## src/rtl/core/rgb_to_escaped_sixbit_text_unit_macros.svh

```systemverilog
// Assertion macros used by the six-bit text encoder RTL.
`ifndef RGB_TO_ESCAPED_SIXBIT_TEXT_UNIT_MACROS_SVH
`define RGB_TO_ESCAPED_SIXBIT_TEXT_UNIT_MACROS_SVH

`ifndef SYNTHESIS
// Checked property, quiet while in reset.
`define RTE_ASSERT(lbl, ck, rs, prop, msg) \
  lbl: assert property (@(posedge ck) disable iff (rs) prop) else $error(msg);
// Checked property, active in reset as well.
`define RTE_ASSERT_ALWAYS(lbl, ck, prop, msg) \
  lbl: assert property (@(posedge ck) prop) else $error(msg);
`else
`define RTE_ASSERT(lbl, ck, rs, prop, msg)
`define RTE_ASSERT_ALWAYS(lbl, ck, prop, msg)
`endif

`endif

```

## src/rtl/core/rte_pkg.sv

```systemverilog
// Types and constants for the six-bit escaped text encoder.
`timescale 1ns / 1ps

package rte_pkg;

  localparam int unsigned MaxBytes = 12;
  localparam int unsigned CountW   = 4;
  localparam int unsigned GroupW   = 6;
  localparam int unsigned Groups   = 4;

  localparam logic [7:0] CharOffset    = 8'd33;
  localparam logic [7:0] QuoteChar     = 8'd34;
  localparam logic [7:0] BackslashChar = 8'd92;
  localparam logic [7:0] NewlineChar   = 8'd10;
  localparam logic [7:0] TabChar       = 8'd9;
  localparam logic [7:0] DefaultLine   = 8'd16;
  localparam logic [CountW-1:0] MinBytes = CountW'(4);

  typedef struct packed {
    logic [7:0] red;
    logic [7:0] green;
    logic [7:0] blue;
  } pixel_t;

  typedef struct packed {
    logic [7:0] text_byte;
    logic       last_of_pixel;
  } text_t;

  typedef logic [MaxBytes-1:0][7:0] byte_list_t;

  // Expanded byte sequence of one pixel request.
  typedef struct packed {
    byte_list_t        bytes;
    logic [CountW-1:0] count;
  } enc_t;

endpackage

```

## src/rtl/core/rgb_to_escaped_sixbit_text_unit.sv

```systemverilog
// Top level: pixel to escaped six-bit printable text encoder.
// A taken pixel passes the input register, then the result register, before its first byte is offered.
// Throughput: one byte per cycle while out_stall is low; a pixel gives 4 to 12 bytes
//   (4 bytes, one more per escape, 4 more for a line break).
// A new pixel is taken while the previous one drains. Synchronous reset empties
//   both registers, clears the line count and sets the line length to 16.
`timescale 1ns / 1ps

module rgb_to_escaped_sixbit_text_unit (
  input  logic            clk,
  input  logic            rst,
  input  logic            cfg_wr_en,
  input  logic [7:0]      cfg_wr_data,
  input  logic            in_valid,
  output logic            in_stall,
  input  rte_pkg::pixel_t in_data,
  output logic            out_valid,
  input  logic            out_stall,
  output rte_pkg::text_t  out_data
);

  logic            in_full;
  logic            in_full_next;
  rte_pkg::pixel_t pixel;
  logic [7:0]      pixels_per_line;
  logic [7:0]      pixels_on_line;
  logic [7:0]      pixels_on_line_next;
  logic [8:0]      count_inc;
  logic            line_break;
  logic            emit_ready;
  logic            move;
  logic            in_take;
  rte_pkg::enc_t   enc;

  assign in_stall = in_full && !emit_ready;
  assign in_take  = in_valid && !in_stall;
  assign move     = in_full && emit_ready;

  assign count_inc  = {1'b0, pixels_on_line} + 9'd1;
  assign line_break = (count_inc >= {1'b0, pixels_per_line});

  always_comb begin
    in_full_next = in_full;
    if (in_take) begin
      in_full_next = 1'b1;
    end else if (move) begin
      in_full_next = 1'b0;
    end
    pixels_on_line_next = pixels_on_line;
    if (move) begin
      pixels_on_line_next = line_break ? 8'd0 : count_inc[7:0];
    end
  end

  always_ff @(posedge clk) begin
    if (rst) begin
      in_full         <= 1'b0;
      pixels_on_line  <= '0;
      pixels_per_line <= rte_pkg::DefaultLine;
    end else begin
      in_full        <= in_full_next;
      pixels_on_line <= pixels_on_line_next;
      if (cfg_wr_en) begin
        pixels_per_line <= cfg_wr_data;
      end
    end
  end

  always_ff @(posedge clk) begin
    if (in_take) begin
      pixel <= in_data;
    end
  end

  rte_encode u_encode (
    .pixel      (pixel),
    .line_break (line_break),
    .enc        (enc)
  );

  rte_emit u_emit (
    .clk        (clk),
    .rst        (rst),
    .load_valid (in_full),
    .load_ready (emit_ready),
    .load_data  (enc),
    .out_valid  (out_valid),
    .out_stall  (out_stall),
    .out_data   (out_data)
  );

endmodule

```

## src/rtl/core/rte_encode.sv

```systemverilog
// Combinational expansion of one pixel into its escaped byte sequence.
`timescale 1ns / 1ps

module rte_encode (
  input  rte_pkg::pixel_t pixel,
  input  logic            line_break,
  output rte_pkg::enc_t   enc
);

  logic [23:0]                 word;
  logic [rte_pkg::GroupW-1:0]  grp;
  logic [7:0]                  ch;
  logic [rte_pkg::CountW-1:0]  pos;
  rte_pkg::byte_list_t         bytes;

  assign word = {pixel.red, pixel.green, pixel.blue};

  always_comb begin
    bytes = '0;
    pos   = '0;
    grp   = '0;
    ch    = '0;
    for (int g = 0; g < rte_pkg::Groups; g++) begin
      grp = word[23 - rte_pkg::GroupW * g -: rte_pkg::GroupW];
      ch  = {2'b00, grp} + rte_pkg::CharOffset;
      if (ch == rte_pkg::QuoteChar || ch == rte_pkg::BackslashChar) begin
        bytes[pos] = rte_pkg::BackslashChar;
        pos        = pos + 1'b1;
      end
      bytes[pos] = ch;
      pos        = pos + 1'b1;
    end
    if (line_break) begin
      bytes[pos]               = rte_pkg::QuoteChar;
      bytes[pos + 4'd1]        = rte_pkg::NewlineChar;
      bytes[pos + 4'd2]        = rte_pkg::TabChar;
      bytes[pos + 4'd3]        = rte_pkg::QuoteChar;
      pos                      = pos + 4'd4;
    end
  end

  assign enc.bytes = bytes;
  assign enc.count = pos;

endmodule

```

## src/rtl/core/rte_emit.sv

```systemverilog
// Result register and byte serialiser for the output channel.
`timescale 1ns / 1ps
`include "rgb_to_escaped_sixbit_text_unit_macros.svh"

module rte_emit (
  input  logic                clk,
  input  logic                rst,
  input  logic                load_valid,
  output logic                load_ready,
  input  rte_pkg::enc_t       load_data,
  output logic                out_valid,
  input  logic                out_stall,
  output rte_pkg::text_t      out_data
);

  logic                       full;
  logic                       full_next;
  rte_pkg::byte_list_t        bytes;
  logic [rte_pkg::CountW-1:0] cnt;
  logic [rte_pkg::CountW-1:0] idx;
  logic                       last;
  logic                       take;
  logic                       load;

  assign last       = (idx == cnt - 1'b1);
  assign take       = full && !out_stall;
  assign load_ready = !full || (take && last);
  assign load       = load_valid && load_ready;

  always_comb begin
    full_next = full;
    if (load) begin
      full_next = 1'b1;
    end else if (take && last) begin
      full_next = 1'b0;
    end
  end

  always_ff @(posedge clk) begin
    if (rst) begin
      full <= 1'b0;
      idx  <= '0;
    end else begin
      full <= full_next;
      if (load) begin
        idx <= '0;
      end else if (take) begin
        idx <= idx + 1'b1;
      end
    end
  end

  always_ff @(posedge clk) begin
    if (load) begin
      bytes <= load_data.bytes;
      cnt   <= load_data.count;
    end
  end

  assign out_valid              = full;
  assign out_data.text_byte     = bytes[idx];
  assign out_data.last_of_pixel = last;

  `RTE_ASSERT(a_count_range, clk, rst,
    full |-> (cnt >= rte_pkg::MinBytes && cnt <= rte_pkg::CountW'(rte_pkg::MaxBytes)),
    "byte count out of range")
  `RTE_ASSERT(a_idx_in_range, clk, rst, full |-> (idx < cnt), "byte index past end")
  `RTE_ASSERT(a_drain, clk, rst, (take && last && !load_valid) |=> !full,
    "result register not freed after last byte")
  `RTE_ASSERT(a_hold_on_stall, clk, rst, (full && out_stall) |=> (full && $stable(idx)),
    "index moved while stalled")
  `RTE_ASSERT_ALWAYS(a_reset_empty, clk, rst |=> !full, "not empty after reset")

endmodule

```

## config.mk

```make
export PLATFORM = sky130hd
export DESIGN_NAME = rgb_to_escaped_sixbit_text_unit
export DESIGN_NICKNAME = d
export VERILOG_FILES = /design/src/rtl/core/rte_pkg.sv /design/src/rtl/core/rgb_to_escaped_sixbit_text_unit.sv /design/src/rtl/core/rte_encode.sv /design/src/rtl/core/rte_emit.sv
export VERILOG_INCLUDE_DIRS = /design/src /design/src/rtl/core
export SDC_FILE = /design/constraint.sdc
export NUM_CORES = 1
export LEC_CHECK = 0
export BUFFER_PORTS_ARGS = -buffer_cell sky130_fd_sc_hd__buf_4
export CAP_MARGIN = 0
export CORE_MARGIN = 5
export CORE_UTILIZATION = 50
export DETAILED_ROUTE_END_ITERATION = 7
export GPL_ROUTABILITY_DRIVEN = 0
export PLACE_DENSITY = 0.67
export SYNTH_ARGS = -nofsm -noshare
export SYNTH_HDL_FRONTEND = slang
export SYNTH_SLANG_ARGS = --single-unit
```

## constraint.sdc

```tcl
create_clock -name clk -period 7.1 [get_ports clk]
set_input_delay 1.42 -clock clk [delete_from_list [all_inputs] [get_ports clk]]
set_output_delay 1.42 -clock clk [all_outputs]
set_load 0.01 [all_outputs]
```

==> results of run 1 <==
[logic make-up after synthesis]
group                      after synthesis
adders and majority gates               39
other                                    1
DFF                                    134
and+or+nand+nor                        364
AOI/OAI and AO/OA                      328
muxes                                   47
xor gates and xnor gates                43
buffers and inverters                  105
[state kept, by name, indices dropped and copies added (netlist names)]
name	cells
u_emit.out_valid	1
u_emit.bytes	84
u_emit.idx	4
in_full	1
pixels_on_line	8
u_emit.cnt	4
pixels_per_line	8
pixel	24
[cell usage in the layout (no fill, tap or decap), types with 5 or more instances in the layout]
cell | Yosys | routed
inv_1 | 44 | 43
nand4_1 | 7 | 7
buf_4 | 3 | 64
a21o_1 | 11 | 11
xnor2_1 | 24 | 23
ha_1 | 39 | 39
a22o_1 | 5 | 5
nor2_1 | 130 | 130
o21a_1 | 13 | 13
o22a_1 | 9 | 9
nand2_1 | 99 | 99
a22oi_1 | 5 | 5
o21ai_0 | 62 | 61
clkbuf_16 | 0 | 18
a32o_1 | 7 | 7
xor2_1 | 17 | 17
and2_1 | 13 | 13
o21ai_1 | 4 | 5
a2bb2oi_1 | 6 | 6
o211ai_1 | 22 | 22
a21oi_1 | 41 | 41
o32a_1 | 7 | 7
mux4_2 | 21 | 21
or3_1 | 7 | 7
mux2i_1 | 23 | 23
a211oi_1 | 14 | 14
a21boi_0 | 5 | 5
a31o_2 | 5 | 5
a32oi_1 | 13 | 13
and3_1 | 11 | 11
edfxtp_1 | 112 | 112
o22ai_1 | 28 | 28
nand3_1 | 45 | 45
nor3_1 | 20 | 20
o32ai_1 | 7 | 7
dfxtp_1 | 22 | 22
a31oi_1 | 31 | 31
[stage by stage]
stage                     hold WS (ps)  area, µm²
after floorplan                    439       9870
after detailed placement           458      10400
after CTS                          467      11000
after global routing               493      11000
after global placement             449      10400
final                              462      11000
[power by group through the flow]
stage / clock [µW] / combinational, µW / sequential, µW
after detailed placement: 0 / 468 / 944
after global placement: 0 / 466 / 942
after CTS: 858 / 471 / 927
after global routing: 895 / 523 / 931
after floorplan: 0 / 323 / 936
final: 847 / 494 / 927
[cells in the mapped netlist (all sizes together) (13+ instances only)]
library cell	count
a211oi	15
a21oi	41
a31oi	31
a32oi	13
and2	15
clkbuf	47
dfxtp	22
edfxtp	112
ha	39
inv	46
mux2i	23
mux4	21
nand2	99
nand3	45
nor2	131
nor3	22
o211ai	22
o21a	13
o21ai	68
o22ai	28
xnor2	24
xor2	17
[metal layers]
layer,vias to the layer above,track usage [%]
met5,-,0
met4,0,11.8
met3,115,6.44
met2,601,41.8
met1,4087,36.7
li1,4087,-
[timing repair]
action                     in CTS  in global routing
resized for setup               0                  2
setup endpoints to repair       0                 50
setup buffers                   0                  0
[worst max-delay path, stage by stage, from the launching register on]
cell and delay [ps]:
edfxtp_1 460, ha_1 270, and2_1 190, a21oi_1 310, o31ai_4 170, ha_1 550
inv_1 170, o22ai_1 300, nor2_1 160, ha_1 330, o21a_1 250, ha_1 320
or4_1 600, and2_1 260, inv_1 110, ha_1 220, a31o_2 180, or3_1 110
a21oi_1 70, mux2i_1 480, o221ai_1 320, a221oi_1 470
[cell type report]
cell class / count / area, µm²
tap: 265 / 332
sequential: 134 / 3800
clock inverter: 14 / 113
clock buffer: 18 / 450
fill: 1756 / 8470
timing repair buffer: 64 / 480
multi-input combinational: 822 / 5640
inverter: 46 / 176
[how the worst max path moves through the flow]
stage                       end  startpoint  depth (start not counted)  slack [ps]
2_1_floorplan  u_emit.bytes[93]   pixel[18]                         23        1340
3_3_place_gp   u_emit.bytes[43]   pixel[18]                         21         290
3_5_place_dp   u_emit.bytes[43]   pixel[18]                         21         130
4_1_cts        u_emit.bytes[43]   pixel[18]                         21          60
5_1_grt        u_emit.bytes[12]   pixel[18]                         23         100
6_report       u_emit.bytes[22]   pixel[18]                         21         520
==> flow_summary_export.csv, run 1 <==
group,metric,value,unit
run_status,outcome,"complete, no violations",
power_and_ir_drop,combPwrFrac,21.8,%
synthesis,synth_xor_area_share,4.11,%
power_and_ir_drop,p_int,1550,µW
sta,fin_tns_setup,0,ps
route,drtPass1Iterations,7,
synthesis,ys_top_cells_by_area,"edfxtp_1 34%, ha_1 4.9%, nor2_1 4.9%",
die,fp-row-count,51,
place,dp_hpwl,22600,µm
hold_path,min_from,"in_full",
route,met2_length,13000,µm
global_route,grt_max_degree,61,
synthesis,async_flop_share,0,%
global_route,overflow,0,
place,placedCellCount,1331,
flow_run,cap_violations,0,
cts,cts_tree,"yes",
synthesis,synth_top_family_by_area,"compound AO/OA/AOI/OAI gates",
route,drc,0,
sta,clock_skew,14.1,ps
power_and_ir_drop,finalPower,2270,µW
cts,ctsHoldBuffers,0,
finish,final_nets,1161,
route,drt-initial-drc-count,1097,
route,via_count,8890,
critical_path,crit_type,"flip-flop to flip-flop",
global_route,antenna_found_initial,0,
finish,n_antenna_cell,0,
synthesis,netlist_area,0.00987,mm²
sta,worst_pin_slew,1330,ps
finish,drive_gt1_share,13.8,%
critical_path,r2r_start,"pixel[18]",
route,via_per_inst,6.52,
synthesis,synth-compound-area-share,23.3,%
synthesis,yosys_warnings,0,
hold_path,min_to,"u_emit.out_valid",
die,die_area,0.0227,mm²
sta,period_needed,6580,ps
synthesis,syn-num-nets,1137,
synthesis,synthSimpleGateAreaFrac,17.1,%
critical_path,rr_endpoint,"u_emit.bytes[22]",
critical_path,crit_arrival,6740,ps
route,wl_met1,12100,µm
power_and_ir_drop,pwr-share-seq,40.9,%
synthesis,synth_area_leader_cell,"edfxtp_1",
route,ant_nets,0,
power_and_ir_drop,cellPowerDensity,206,mW/mm²
synthesis,ys_seq_area_share,38.5,%
synthesis,synth_edf_count,112,
synthesis,ys_seq_elements,134,
die,core_region_area,0.0195,mm²
power_and_ir_drop,switching_share,31.8,%
finish,fin_cells,1363,
critical_path,crit_fanout,14,
die,chipWidth,151,µm
global_route,gr-usage-all-layers,27.2,%
die,initial_core_util,50.7,%
synthesis,synthMuxAreaShare,7.46,%
route,wl_per_cell,22.2,µm
critical_path,worstSetupStartpointType,"flip-flop",
power_and_ir_drop,pwr-share-clk,37.3,%
critical_path,end_kind,"flip-flop",
synthesis,syn_inst,1061,
cts,cts.sinks,134,
sta,min_period_over_period,92.6,%
die,die_h,151,µm
route,wirelength,30200,µm
power_and_ir_drop,peakVddDrop,186,µV
route,wl_met3,3430,µm
die,num_io_pins,48,
sta,fmax,0.152,GHz
cts,cts_root_buf,"clkbuf_16",
cts,clockBufferDepth,2,
synthesis,yosys_most_used_dff,"edfxtp_1",
hold_path,hold_class,"flip-flop to flip-flop",
cts,h-tree-depth,4,
critical_path,cp.required,7260,ps
synthesis,synth_top_cell_area_share,34.1,%
cts,path_clk_slew,60,ps
sta,setup_viol,0,
critical_path,rr_worst_depth,21,
cts,cts-buffers-inserted,17,
sta,rsz0062_at_grt,"false",
synthesis,synth_cell_types,86,
finish,final_util,56.5,%
finish,synthToLayoutAreaGrowth,11.3,%
sta,relSlewSlack,10.9,%
place,pre_cts_ws,126,ps
place,portBuffers,46,
route,top_layer,"met4",
cts,insertion_delay,430,ps
synthesis,synth_area_per_cell,9.31,µm²
power_and_ir_drop,leakagePower,0.00412,µW
sta,maxSlewViolCount,0,
synthesis,synthAdderAreaFrac,4.94,%
sta,final_hold_viol_count,0,
global_route,grt_pass1_vias,8290,
hold_path,worstHoldPathCells,2,
critical_path,rrSetupSlack,520,ps
global_route,grt_pass1_wl,47000,µm
power_and_ir_drop,switching_power,721,µW
sta,setup_ws,524,ps
No activity file was read; power rests on OpenSTA's default activity.
==> inputs of run 2 (changes only) <==
--- a/config.mk
+++ b/config.mk
@@ -14,3 +14,3 @@
 export GPL_ROUTABILITY_DRIVEN = 0
-export PLACE_DENSITY = 0.67
+export PLACE_DENSITY = 0.73
 export SYNTH_ARGS = -nofsm -noshare
--- a/constraint.sdc
+++ b/constraint.sdc
@@ -3,2 +3,2 @@
 set_output_delay 1.42 -clock clk [all_outputs]
-set_load 0.01 [all_outputs]
+set_load 0.1 [all_outputs]
==> flow_summary_export.csv, run 2 (same netlist as run 1, synthesis figures left out) <==
group,metric,value,unit
run_status,outcome,"complete, no violations",
die,num_io_pins,48,
cts,cts-buffers-inserted,17,
sta,fmax,0.151,GHz
flow_run,cap_violations,0,
power_and_ir_drop,finalPower,2370,µW
cts,clockBufferDepth,2,
route,via_count,8917,
route,ant_nets,0,
critical_path,path_buf_inv,2,
sta,final_hold_viol_count,0,
route,via_per_inst,6.55,
global_route,grt_max_degree,89,
global_route,grt_pass1_wl,45300,µm
sta,whs,475,ps
cts,insertion_delay,440,ps
critical_path,crit_top_cell,"ha_1",
critical_path,end_kind,"flip-flop",
finish,reg_top3,"u_emit.bytes (84), pixel (24)",
finish,regMostFlops,"u_emit.bytes",
critical_path,worstPathCellList,"ha_1, and2_1, a21oi_1, o31ai_4, ha_1, inv_1, o22ai_1, nor2_1, ha_1, o21a_1, ha_1, or4_1, and2_1, inv_1, ha_1, a31o_2, xnor2_1, xnor2_4, a32oi_1, or2_2, a21o_1",
die,fp-row-count,51,
finish,drive_gt1_share,13.7,%
critical_path,worstSetupStartpointType,"flip-flop",
route,wirelength,29600,µm
place,dp_hpwl,22000,µm
route,drt-initial-drc-count,1175,
die,initial_core_util,50.7,%
sta,setup_viol,0,
power_and_ir_drop,cellPowerDensity,215,mW/mm²
power_and_ir_drop,leakagePower,0.00412,µW
cts,cts.sinks,134,
place,placed_cell_area,0.0104,mm²
global_route,grt_pass1_vias,8143,
critical_path,crit_fanout,14,
die,chipWidth,151,µm
global_route,antenna_found_initial,0,
cts,cts_root_buf,"clkbuf_16",
critical_path,crit_type,"flip-flop to flip-flop",
finish,largest_register_ffs,84,
sta,relSlewSlack,8.13,%
place,pre_cts_ws,90.1,ps
cts,cts_tree,"yes",
finish,n_antenna_cell,0,
critical_path,crit_family,"compound AO/OA/AOI/OAI gates",
die,die_h,151,µm
sta,setup_ws,494,ps
power_and_ir_drop,peakVddDrop,178,µV
route,drc,0,
critical_path,slowest_delay,610,ps
global_route,overflow,0,
die,die_area,0.0227,mm²
sta,maxSlewViolCount,0,
critical_path,critPathSlowestCell,"or4_1",
finish,final_common_cell,"nor2_1",
finish,synthToLayoutAreaGrowth,11.7,%
die,core_region_area,0.0195,mm²
sta,clock_skew,11.5,ps
sta,min_period_over_period,93.0,%
hold_path,hold_class,"flip-flop to flip-flop",
cts,ctsHoldBuffers,0,
finish,layout_common_cells,"130 x nor2_1, 112 x edfxtp_1, 99 x nand2_1",
critical_path,crit_arrival,6790,ps
finish,final_nets,1160,
route,drtPass1Iterations,8,
finish,final_area,0.0110,mm²
global_route,gr-usage-all-layers,26.2,%
sta,worst_pin_slew,1370,ps
cts,path_clk_slew,60,ps
sta,period_needed,6610,ps
critical_path,cp.required,7290,ps
place,portBuffers,46,
route,wl_per_cell,21.7,µm
cts,h-tree-depth,4,
run 2: power breakdown:
group	internal, µW	leakage (µW)	total (µW)	switching [µW]
sequential	904	0.00129	929	25.3
combinational	168	0.00253	521	353
clock	532	0.000294	920	388
run 2: routing by layer:
layer / GRT usage (%) / vias to the layer above / part of all wire, %
li1: - / 4087 / -
met1: 34.8 / 4132 / 39
met2: 40.6 / 572 / 44
met3: 6.20 / 126 / 11
met4: 11.8 / 0 / 5.4
met5: 0 / - / 0
run 2: path summary, 6_finish.rpt:
path	from	to	slack [ps]	depth (start not counted)
max	pixel[18]	u_emit.bytes[43]	490	21
min	in_full	u_emit.out_valid	480	2
max reg2reg	pixel[18]	u_emit.bytes[43]	490	21
min reg2reg	in_full	u_emit.out_valid	480	2
run 2: what timing repair did:
item	in CTS	in global routing
resized for setup	0	2
endpoints found under the setup margin	0	50
endpoints found under the hold margin	0	0
buffers inserted	0	0
run 2: area by class of cell:
class | instances | area, µm²
clock buffer | 17 | 425
clock inverter | 15 | 184
fill | 1699 | 8430
inverter | 46 | 176
multi-input combinational | 822 | 5640
sequential | 134 | 3800
tap | 265 | 332
timing repair buffer | 63 | 473
run 2: worst min-delay path, stage by stage, from the launching register on:
cell	delay, ps
dfxtp_1	310
inv_1	60
a21oi_1	50
run 2: per-stage QoR:
stage	std cells	setup TNS, ps	utilization, %
after CTS	1362	0	56.6
after global routing	1362	-0.134	56.7
after global placement	1330	0	53.4
final	1362	0	56.7
after floorplan	1061	0	-
after detailed placement	1330	0	53.4
==> inputs of run 3 (changes only) <==
CAP_MARGIN = not set   (was 0)
clock period = 7.9 ns   (was 7.1 ns; I/O delays follow)
==> flow_summary_export.csv, run 3 (same netlist as run 1, synthesis figures left out) <==
group,metric,value,unit
global_route,gr-max-usage-layer,"met2",
cts,ctsHoldBuffers,0,
die,num_io_pins,48,
global_route,antenna_found_initial,0,
finish,regMostFlops,"u_emit.bytes",
global_route,use_met3,7.16,%
cts,ctsResizeCount,0,
sta,fmax,0.146,GHz
sta,period_needed,6850,ps
die,chipWidth,151,µm
sta,min_period_over_period,86.8,%
critical_path,worstPathCellList,"ha_1, and2_1, a21oi_1, o31ai_4, ha_1, inv_1, o22ai_1, nor2_1, ha_1, o21a_1, ha_1, or4_1, and2_1, inv_1, ha_1, a31o_2, xnor2_1, xnor2_1, o21ai_0, a21oi_1, a31oi_1",
run_status,outcome,"complete, no violations",
critical_path,crit_fanout,14,
cts,cts_tree,"yes",
global_route,grt_max_degree,58,
route,wirelength,29600,µm
cts,cts_setup_buffers,0,
flow_run,cap_violations,0,
sta,maxSlewViolCount,0,
critical_path,rrSetupSlack,1050,ps
sta,fin_tns_setup,0,ps
cts,insertion_delay,440,ps
route,drt-initial-drc-count,1074,
finish,reg_top3,"u_emit.bytes (84), pixel (24)",
global_route,use_met2,41.0,%
critical_path,worstSetupStartpointType,"flip-flop",
sta,final_hold_viol_count,0,
power_and_ir_drop,peakVddDrop,162,µV
sta,relSlewSlack,19.9,%
finish,drive_gt1_share,13.3,%
route,wl_per_cell,21.8,µm
critical_path,crit_top_cell,"ha_1",
power_and_ir_drop,cellPowerDensity,189,mW/mm²
global_route,gr-usage-met1,34.7,%
hold_path,hold_class,"flip-flop to flip-flop",
global_route,grt_pass1_wl,46300,µm
place,portBuffers,46,
finish,layout_common_cells,"130 x nor2_1, 112 x edfxtp_1, 99 x nand2_1",
die,die_area,0.0227,mm²
die,initial_core_util,50.7,%
global_route,overflow,0,
sta,clock_skew,9.25,ps
route,drc,0,
finish,final_nets,1156,
die,fp-row-count,51,
critical_path,end_kind,"flip-flop",
die,die_h,151,µm
critical_path,crit_arrival,7020,ps
power_and_ir_drop,leakagePower,0.00410,µW
sta,rsz0062_at_grt,"false",
finish,synthToLayoutAreaGrowth,10.8,%
finish,final_area,0.0109,mm²
route,drtPass1Iterations,6,
route,via_count,8938,
finish,final_common_cell,"nor2_1",
cts,clockBufferDepth,2,
critical_path,cp.required,8070,ps
global_route,grt_pass1_vias,8260,
cts,path_clk_slew,60,ps
route,via_per_inst,6.58,
cts,cts-buffers-inserted,17,
route,ant_nets,0,
critical_path,crit_type,"flip-flop to flip-flop",
global_route,gr-usage-all-layers,26.7,%
finish,largest_register_ffs,84,
cts,cts.sinks,134,
sta,worst_pin_slew,1200,ps
place,placed_cell_area,0.0104,mm²
cts,h-tree-depth,4,
critical_path,slowest_delay,820,ps
critical_path,critPathSlowestCell,"xnor2_1",
place,pre_cts_ws,1310,ps
die,core_region_area,0.0195,mm²
sta,setup_viol,0,
sta,setup_ws,1050,ps
finish,n_antenna_cell,0,
cts,cts_root_buf,"clkbuf_16",
place,dp_hpwl,22000,µm
[run 3: layer usage]
metal | up-vias | wire length [µm]
li1 | 4090 | -
met1 | 4125 | 11400
met5 | - | 0
met4 | 0 | 1610
met2 | 602 | 13300
met3 | 121 | 3290
[run 3: power by group]
part	total, µW	switching (µW)	internal [µW]
Combinational	461	313	147
Sequential	835	23.0	812
Clock	772	322	449
Total	2070	659	1410
[run 3: metrics by stage]
stage | instances | power (µW) | utilization, % | hold slack, ps
6_report | 1358 | 2070 | 56.2 | 465
3_5_place_dp | 1326 | 1290 | 53.3 | 457
3_3_place_gp | 1326 | 1290 | 53.3 | 450
5_1_grt | 1358 | 2140 | 56.2 | 501
4_1_cts | 1358 | 2060 | 56.2 | 472
2_1_floorplan | 1061 | 1160 | - | 439
[run 3: worst paths after layout]
path / end / from / depth (start not counted)
worst max-delay path: u_emit.bytes[21] / pixel[18] / 21
worst min-delay path: u_emit.out_valid / in_full / 2
worst max register to register: u_emit.bytes[21] / pixel[18] / 21
worst min register to register: u_emit.out_valid / in_full / 2
[run 3: cell type report]
cell class              count  area [µm²]
fillers                  1721        8520
clock inverters            12        85.1
flip-flops and latches    134        3800
clock buffers              20         489
well taps                 265         332
inverters                  46         176
multi-input cells         822        5620
repair buffers             59         443
[run 3: worst max-delay path: cells and delay by family (launching register included)]
family                     cells  cell delay (ps)
AOI/OAI and AO/OA              8             1850
xor gates and xnor gates       2              960
adders and majority gates      5             1610
buffers and inverters          2              320
DFF                            1              440
and+or+nand+nor                4             1400
